$ cat config.mk
export PLATFORM = sky130hd
export DESIGN_NAME = c_string_escaper_core
export DESIGN_NICKNAME = d
export VERILOG_FILES = /design/src/rtl/core/cse_pkg.sv /design/src/rtl/core/cse_front.sv /design/src/rtl/core/cse_queue.sv /design/src/rtl/core/cse_back.sv /design/src/rtl/core/c_string_escaper_core.sv
export SDC_FILE = /design/constraint.sdc
export NUM_CORES = 1
export LEC_CHECK = 0
export ABC_CLOCK_PERIOD_IN_PS = 4400
export BUFFER_PORTS_ARGS = -buffer_cell sky130_fd_sc_hd__buf_2
export CAP_MARGIN = 30
export CORE_ASPECT_RATIO = 1.4
export CORE_MARGIN = 3
export CORE_UTILIZATION = 40
export CTS_BUF_LIST = sky130_fd_sc_hd__clkbuf_4 sky130_fd_sc_hd__clkbuf_8
export DETAILED_ROUTE_END_ITERATION = 10
export PLACE_DENSITY = 0.64
export REMOVE_ABC_BUFFERS = 1
export SYNTH_ARGS = -nofsm -noshare
export SYNTH_HDL_FRONTEND = slang
export SYNTH_SLANG_ARGS = --single-unit
$ cat constraint.sdc
create_clock -name clk -period 4.4 [get_ports clk]
set_input_delay 0.44 -clock clk [delete_from_list [all_inputs] [get_ports clk]]
set_output_delay 0.44 -clock clk [all_outputs]
set_load 0.02 [all_outputs]
$ cat src/rtl/core/cse_pkg.sv
// Shared types, codes and character helpers for the C string escaper.
package cse_pkg;

    localparam int QUEUE_DEPTH_DEFAULT = 2;

    localparam logic [1:0] PRE_NONE = 2'd0;
    localparam logic [1:0] PRE_OCT  = 2'd1;
    localparam logic [1:0] PRE_HEX  = 2'd2;

    localparam logic [1:0] MAIN_NONE  = 2'd0;
    localparam logic [1:0] MAIN_PLAIN = 2'd1;
    localparam logic [1:0] MAIN_SHORT = 2'd2;

    localparam logic [1:0] CLASS_PLAIN   = 2'd0;
    localparam logic [1:0] CLASS_SHORT   = 2'd1;
    localparam logic [1:0] CLASS_NUMERIC = 2'd2;

    localparam logic [7:0] CHAR_BSLASH = 8'h5C;
    localparam logic [7:0] CHAR_X      = 8'h78;
    localparam logic [7:0] CHAR_ZERO   = 8'h30;

    typedef struct packed {
        logic [1:0] pre_kind;
        logic [7:0] pre_byte;
        logic [1:0] main_kind;
        logic [7:0] main_char;
    } cmd_t;

    function automatic logic [7:0] hex_char(input logic [3:0] d, input logic upper);
        logic [7:0] base;
        base = upper ? 8'h41 : 8'h61;
        if (d < 4'd10)
            hex_char = CHAR_ZERO + {4'd0, d};
        else
            hex_char = base + {4'd0, d} - 8'd10;
    endfunction

    function automatic logic is_hex_digit(input logic [7:0] c);
        is_hex_digit = (c >= 8'h30 && c <= 8'h39) || (c >= 8'h41 && c <= 8'h46) ||
                       (c >= 8'h61 && c <= 8'h66);
    endfunction

    function automatic logic [1:0] byte_class(input logic [7:0] v);
        if (v == 8'h22 || v == 8'h27 || v == 8'h5C)
            byte_class = CLASS_SHORT;
        else if (v >= 8'd7 && v <= 8'd13)
            byte_class = CLASS_SHORT;
        else if (v < 8'd32 || v >= 8'd128)
            byte_class = CLASS_NUMERIC;
        else
            byte_class = CLASS_PLAIN;
    endfunction

    function automatic logic [7:0] short_letter(input logic [7:0] v);
        case (v)
            8'd7:    short_letter = 8'h61;
            8'd8:    short_letter = 8'h62;
            8'd9:    short_letter = 8'h74;
            8'd10:   short_letter = 8'h6E;
            8'd11:   short_letter = 8'h76;
            8'd12:   short_letter = 8'h66;
            8'd13:   short_letter = 8'h72;
            default: short_letter = v;
        endcase
    endfunction

endpackage

$ cat src/rtl/core/cse_front.sv
// Front end: classifies input transactions, holds the deferred byte, builds commands.
module cse_front
(
    input  logic               clk,
    input  logic               rst_n,
    input  logic               accept,
    input  logic               op,
    input  logic [7:0]         in_byte,
    output logic               cmd_valid,
    output cse_pkg::cmd_t      cmd
);

    logic       pending_valid_reg;
    logic       pending_valid_next;
    logic [7:0] pending_byte_reg;
    logic [7:0] pending_byte_next;
    logic [1:0] cls;

    always_comb
    begin
        cls                = cse_pkg::byte_class(in_byte);
        pending_valid_next = pending_valid_reg;
        pending_byte_next  = pending_byte_reg;
        cmd.pre_kind       = cse_pkg::PRE_NONE;
        cmd.pre_byte       = pending_byte_reg;
        cmd.main_kind      = cse_pkg::MAIN_NONE;
        cmd.main_char      = in_byte;
        if (op)
        begin
            if (pending_valid_reg)
                cmd.pre_kind = cse_pkg::PRE_HEX;
            pending_valid_next = 1'b0;
            pending_byte_next  = 8'd0;
        end
        else
        begin
            if (pending_valid_reg)
                cmd.pre_kind = cse_pkg::is_hex_digit(in_byte) ? cse_pkg::PRE_OCT
                                                              : cse_pkg::PRE_HEX;
            pending_valid_next = 1'b0;
            pending_byte_next  = 8'd0;
            unique case (cls)
                cse_pkg::CLASS_PLAIN:
                begin
                    cmd.main_kind = cse_pkg::MAIN_PLAIN;
                end
                cse_pkg::CLASS_SHORT:
                begin
                    cmd.main_kind = cse_pkg::MAIN_SHORT;
                    cmd.main_char = cse_pkg::short_letter(in_byte);
                end
                default:
                begin
                    pending_valid_next = 1'b1;
                    pending_byte_next  = in_byte;
                end
            endcase
        end
        cmd_valid = accept && (cmd.pre_kind != cse_pkg::PRE_NONE ||
                               cmd.main_kind != cse_pkg::MAIN_NONE);
    end

    always_ff @(posedge clk or negedge rst_n)
    begin
        if (!rst_n)
        begin
            pending_valid_reg <= 1'b0;
            pending_byte_reg  <= 8'd0;
        end
        else if (accept)
        begin
            pending_valid_reg <= pending_valid_next;
            pending_byte_reg  <= pending_byte_next;
        end
    end

endmodule

$ cat src/rtl/core/cse_queue.sv
// Command queue between front and back ends.
module cse_queue
#(
    parameter int DEPTH = cse_pkg::QUEUE_DEPTH_DEFAULT
)
(
    input  logic           clk,
    input  logic           rst_n,
    input  logic           push,
    input  cse_pkg::cmd_t  wdata,
    output logic           full,
    input  logic           pop,
    output cse_pkg::cmd_t  rdata,
    output logic           empty
);

    localparam int PTR_W = $clog2(DEPTH);
    localparam int CNT_W = $clog2(DEPTH + 1);

    cse_pkg::cmd_t    mem_reg [DEPTH];
    logic [PTR_W-1:0] wr_ptr_reg;
    logic [PTR_W-1:0] rd_ptr_reg;
    logic [CNT_W-1:0] count_reg;
    logic             do_push;
    logic             do_pop;

    assign full    = count_reg == CNT_W'(DEPTH);
    assign empty   = count_reg == '0;
    assign do_push = push && !full;
    assign do_pop  = pop && !empty;
    assign rdata   = mem_reg[rd_ptr_reg];

    always_ff @(posedge clk)
    begin
        if (do_push)
            mem_reg[wr_ptr_reg] <= wdata;
    end

    always_ff @(posedge clk or negedge rst_n)
    begin
        if (!rst_n)
        begin
            wr_ptr_reg <= '0;
            rd_ptr_reg <= '0;
            count_reg  <= '0;
        end
        else
        begin
            if (do_push)
                wr_ptr_reg <= (wr_ptr_reg == PTR_W'(DEPTH - 1)) ? '0 : wr_ptr_reg + 1'b1;
            if (do_pop)
                rd_ptr_reg <= (rd_ptr_reg == PTR_W'(DEPTH - 1)) ? '0 : rd_ptr_reg + 1'b1;
            if (do_push && !do_pop)
                count_reg <= count_reg + 1'b1;
            else if (do_pop && !do_push)
                count_reg <= count_reg - 1'b1;
        end
    end

endmodule

$ cat src/rtl/core/cse_back.sv
// Back end: expands commands into escaped chars, one per cycle while the output reg is free.
module cse_back
(
    input  logic           clk,
    input  logic           rst_n,
    input  logic           hex_upper,
    input  cse_pkg::cmd_t  q_data,
    input  logic           q_empty,
    output logic           q_pop,
    output logic           empty,
    input  logic           pop,
    output logic [7:0]     out_char,
    output logic           out_last
);

    cse_pkg::cmd_t cur_reg;
    logic          cur_valid_reg;
    logic [2:0]    step_reg;
    logic          out_valid_reg;
    logic [7:0]    out_char_reg;
    logic          out_last_reg;

    logic [2:0]    pre_len;
    logic [2:0]    main_len;
    logic [2:0]    total;
    logic [2:0]    main_idx;
    logic          is_last;
    logic [7:0]    ch;
    logic          out_free;
    logic          advance;
    logic          take;

    always_comb
    begin
        pre_len = (cur_reg.pre_kind != cse_pkg::PRE_NONE) ? 3'd4 : 3'd0;
        case (cur_reg.main_kind)
            cse_pkg::MAIN_PLAIN: main_len = 3'd1;
            cse_pkg::MAIN_SHORT: main_len = 3'd2;
            default:             main_len = 3'd0;
        endcase
        total    = pre_len + main_len;
        is_last  = step_reg == total - 3'd1;
        main_idx = step_reg - pre_len;
        ch       = cse_pkg::CHAR_BSLASH;
        if (step_reg < pre_len)
        begin
            case (step_reg[1:0])
                2'd0: ch = cse_pkg::CHAR_BSLASH;
                2'd1: ch = (cur_reg.pre_kind == cse_pkg::PRE_OCT)
                         ? cse_pkg::CHAR_ZERO + {6'd0, cur_reg.pre_byte[7:6]}
                         : cse_pkg::CHAR_X;
                2'd2: ch = (cur_reg.pre_kind == cse_pkg::PRE_OCT)
                         ? cse_pkg::CHAR_ZERO + {5'd0, cur_reg.pre_byte[5:3]}
                         : cse_pkg::hex_char(cur_reg.pre_byte[7:4], hex_upper);
                default: ch = (cur_reg.pre_kind == cse_pkg::PRE_OCT)
                         ? cse_pkg::CHAR_ZERO + {5'd0, cur_reg.pre_byte[2:0]}
                         : cse_pkg::hex_char(cur_reg.pre_byte[3:0], hex_upper);
            endcase
        end
        else if (cur_reg.main_kind == cse_pkg::MAIN_PLAIN || main_idx[0])
            ch = cur_reg.main_char;
        out_free = !out_valid_reg || pop;
        advance  = cur_valid_reg && out_free;
        take     = !cur_valid_reg || (advance && is_last);
        q_pop    = take && !q_empty;
    end

    always_ff @(posedge clk or negedge rst_n)
    begin
        if (!rst_n)
        begin
            cur_valid_reg <= 1'b0;
            step_reg      <= 3'd0;
        end
        else if (take)
        begin
            cur_valid_reg <= !q_empty;
            step_reg      <= 3'd0;
        end
        else if (advance)
            step_reg <= step_reg + 3'd1;
    end

    always_ff @(posedge clk)
    begin
        if (take)
            cur_reg <= q_data;
        if (advance)
        begin
            out_char_reg <= ch;
            out_last_reg <= is_last;
        end
    end

    always_ff @(posedge clk or negedge rst_n)
    begin
        if (!rst_n)
            out_valid_reg <= 1'b0;
        else if (advance)
            out_valid_reg <= 1'b1;
        else if (pop)
            out_valid_reg <= 1'b0;
    end

    assign empty    = !out_valid_reg;
    assign out_char = out_char_reg;
    assign out_last = out_last_reg;

endmodule

$ cat src/rtl/core/c_string_escaper_core.sv
// Top level of the C string escaper: byte stream in, C string literal text out.
//
// Input side is a queue push port: a transaction (op, in_byte) is taken when push is
// high and full is low. op = 0 carries a data byte, op = 1 flushes a deferred byte.
// Output side is a queue read port: while empty is low, out_char/out_last show the
// oldest character; pop takes it. out_last marks the final character of an input
// transaction. Transactions that yield no text produce nothing on the output.
// hex_uppercase is written through cfg_we/cfg_data only while the block is idle; the user
// must keep to this, the block does not enforce it. Commands pass through the queue and
// the back end's command register. Throughput: one output character per cycle while pop
// drains the single-character output register; a transaction yields up to six characters,
// so input runs at one per cycle for plain text and slows to the output rate on escape
// sequences. The command queue (QUEUE_DEPTH entries) absorbs the difference; full rises
// when it fills. When pop stays low the output holds and the queue backs up to full.
// Reset clears the deferred byte, the queue and the output, and sets upper-case hex.
module c_string_escaper_core
#(
    parameter int QUEUE_DEPTH = cse_pkg::QUEUE_DEPTH_DEFAULT
)
(
    input  logic       clk,
    input  logic       rst_n,
    input  logic       push,
    output logic       full,
    input  logic       op,
    input  logic [7:0] in_byte,
    output logic       empty,
    input  logic       pop,
    output logic [7:0] out_char,
    output logic       out_last,
    input  logic       cfg_we,
    input  logic       cfg_data
);

    logic          hex_upper_reg;
    logic          accept;
    logic          cmd_valid;
    cse_pkg::cmd_t cmd;
    cse_pkg::cmd_t q_data;
    logic          q_empty;
    logic          q_pop;

    assign accept = push && !full;

    always_ff @(posedge clk or negedge rst_n)
    begin
        if (!rst_n)
            hex_upper_reg <= 1'b1;
        else if (cfg_we)
            hex_upper_reg <= cfg_data;
    end

    cse_front u_front
    (
        .clk       (clk),
        .rst_n     (rst_n),
        .accept    (accept),
        .op        (op),
        .in_byte   (in_byte),
        .cmd_valid (cmd_valid),
        .cmd       (cmd)
    );

    cse_queue #(.DEPTH(QUEUE_DEPTH)) u_queue
    (
        .clk   (clk),
        .rst_n (rst_n),
        .push  (cmd_valid),
        .wdata (cmd),
        .full  (full),
        .pop   (q_pop),
        .rdata (q_data),
        .empty (q_empty)
    );

    cse_back u_back
    (
        .clk       (clk),
        .rst_n     (rst_n),
        .hex_upper (hex_upper_reg),
        .q_data    (q_data),
        .q_empty   (q_empty),
        .q_pop     (q_pop),
        .empty     (empty),
        .pop       (pop),
        .out_char  (out_char),
        .out_last  (out_last)
    );

endmodule
==> run metrics <==
Max Cap Viol=0; initial antenna violation count=0; Final Hold Fails=0; CTS tree=done; GPL Wtd Cong=0.8987; Detailed Route Iter0 Violations=98; min-delay worst type=primary input to async pin; number of buffers and inverters on the critical path=3; VDD IR max=~0.20 mV; DP Area=between 4000 and 5000 µm²; critical path's slowest cell=edfxtp_1; Initial Utilization=0.4152; HPWL after DPL=between 5 and 6 mm; Finish-stage setup viols=0; Finished Cell Area=around 4600 µm²; postcts setup bufs=0; Max-Slew Margin vs Limit=0.3946; filler instances=slightly above 900; Leak=between 1.5 and 2 nW; setup_tns=0 ns; Synth Area per Inst=13.01 µm²; clk_lat worst skew=between 0.3 and 0.4 ns; Synth cell types=65; Clock transition at path regs=roughly 0.080 ns; # hold bufs at CTS=0; WL per Instance=between 15 and 20 µm; die height=around 130 µm; Top FF cell, synth=edfxtp_1; CTS Sinks=between 80 and 90; vias in the first global route=between 2000 and 3000; Max Slew Vio Count=0; pwr/cell area=around 580 nW/µm²; Root Buffer=clkbuf_8; RSZ-0062 raised after global routing=false; Gate Count Post-Synth=321; Final nets=~370; first-pass GRT wire length=between 10 and 15 mm; drt first pass iters=4; final WL=7.444 mm; Max Root-Sink Buffers=2; Top delay family on crit path=adder cells; ys async rst share=0.2159; crit-path max cell delay=around 0.37 ns; die area=around 12000 µm²; Synth Cell Area=4178 µm²; Ant. Diodes=0; DRC Markers=0; Rows=43; Post-synth EDFFs=69; Levels on crit path=11; share of cells above drive strength 1=0.2421; CP Launch Type=register; synth warn=0; CP Max Fanout=22; via count=about 2500; number of CTS-inserted buffers=9; post-CTS sizing=0; remaining global-route overflow=0; Crit path arrival time=~2.6 ns; core region area=10060 µm²; crit-path cells=inv_1, ha_1, inv_1, ha_1, nand4_1, o211ai_2, buf_4, o21ai_1, ha_1, nor2_1, xor2_1; WS Path Type=register to register; Top-Level Pins=26; clock skew=0.006492 ns; Die Width=92.37 µm; run status=completed; post-synthesis sequential area ratio=0.6101; number of flip-flops in the largest register=40; Routed Antenna Nets=0; Worst setup EP type=register; Seq cells post-synth=88; GRT Resource Usage Total=0.1371; Final period util=0.5381; input/output buffers=25; CP most frequent cell=ha_1; Max Freq=between 400 and 500 MHz; FF-to-FF path depth=11; critical path data required time=approximately 4.7 ns; synthesis-to-layout area growth=9.704%; Period minus WS final=2.368 ns; CTS H-tree depth=3; largest net degree at the start of global routing=23; Worst-Margin Slew=0.9081 ns; via/cell ratio=a little over 5
[stage by stage]
step / hold WS, ns / worst slack, ns / cells / power [mW] / utilization
final: 0.04765 / 2.032 / 482 / 2.663 / 0.4555
after global routing: 0.05843 / 1.748 / 482 / 2.841 / 0.4555
after CTS: 0.05302 / 1.998 / 482 / 2.687 / 0.4555
after detailed placement: 0.4396 / 1.746 / 466 / 2.116 / 0.4353
after global placement: 0.4314 / 1.791 / 466 / 2.092 / 0.4353
after floorplan: 0.1444 / 1.836 / 305 / 1.874 / -
[logic make-up after synthesis]
family | count (synthesis) | share of synthesized area
buffers and inverters | 32 | 0.03833
DFF | 88 | 0.6101
muxes | 23 | 0.06199
and+or+nand+nor | 89 | 0.1147
AOI/OAI and AO/OA | 73 | 0.1315
adders and majority gates | 9 | 0.02695
xor gates and xnor gates | 7 | 0.01647
[cell type report]
type	count	area [µm²]	share of cell area
multi-input cells	201	1469	0.3205
well taps	135	168.9	0.03686
repair buffers	26	132.6	0.02894
clock inverters	4	51.30	0.01119
clock buffers	12	152.6	0.03331
inverters	16	60.06	0.01310
flip-flops and latches	88	2549	0.5561
[layer usage]
layer / up-vias / GRT usage / wire length (µm)
li1: 1241 / - / -
met5: - / 0 / 0
met2: 53 / 0.2342 / 3832
met1: 1195 / 0.1654 / 3159
met4: 0 / 0.06474 / 232
met3: 16 / 0.02669 / 219
[cell usage after synthesis, types with 2 or more instances]
master	number	area [µm²]
or2_1	3	18.77
nand2_1	17	63.81
a311oi_1	2	17.52
nand3_1	9	45.04
buf_2	3	15.01
o2111ai_1	2	17.52
a211oi_1	4	30.03
nand2b_1	5	31.28
a21o_2	2	17.52
or2_2	3	18.77
mux2_2	23	259.0
a2111oi_0	2	17.52
o21a_1	2	15.01
or3_1	2	12.51
and2_1	5	31.28
a31oi_1	4	25.02
nor2_1	20	75.07
edfxtp_1	69	2072
buf_6	3	33.78
a21boi_0	2	15.01
xor2_1	2	17.52
nor3_1	7	35.03
nand4_1	2	12.51
nand4b_1	2	17.52
a21oi_1	10	50.05
o31ai_1	2	15.01
dfrtp_1	18	450.4
inv_1	16	60.06
xnor2_1	4	35.03
o211ai_1	5	37.54
clkbuf_1	8	30.03
ha_1	9	112.6
o21ai_0	15	75.07
nor2b_1	3	18.77
a22o_1	4	35.03
o21bai_1	2	15.01
nor4_2	2	25.02
[worst register-to-register path, stage by stage (launching register included)]
cell and delay (ns):
edfxtp_1 0.37, inv_1 0.06, ha_1 0.14, inv_1 0.04
ha_1 0.32, nand4_1 0.12, o211ai_2 0.15, buf_4 0.29
o21ai_1 0.18, ha_1 0.36, nor2_1 0.14, xor2_1 0.14
[path summary, 6_finish.rpt]
check	startpoint	end	slack [ns]
setup / recovery	u_back.cur_reg[9]	u_queue.count_reg[1]	2.03
hold / removal	rst_n	u_back.step_reg[0]	0.05
setup reg to reg	u_back.cur_reg[9]	u_queue.count_reg[1]	2.03
hold reg to reg	u_front.pending_byte_reg[4]	u_queue.mem_reg[1][14]	0.49
max in group asynchronous	rst_n	hex_upper_reg	3.98
min in group clk	cfg_data	hex_upper_reg	0.33
[layout by cell type, fill, tap and decap left out, drive strengths merged, types with 5 or more instances in the layout]
| cell | n |
|---|---|
| and2 | 5 |
| inv | 19 |
| clkbuf | 12 |
| or2 | 6 |
| nand2b | 5 |
| dfrtp | 18 |
| buf | 26 |
| a21oi | 10 |
| edfxtp | 69 |
| nor2 | 20 |
| nand3 | 9 |
| nand2 | 17 |
| nor3 | 7 |
| o211ai | 7 |
| mux2 | 23 |
| o21ai | 17 |
| ha | 9 |
[where the power goes]
part	internal, mW	total [mW]	switching (mW)
registers	1.15	1.31	0.156
logic	0.340	0.787	0.446
clock network	0.294	0.569	0.275
total	1.79	2.66	0.877
(Power assumes the default switching activity.)
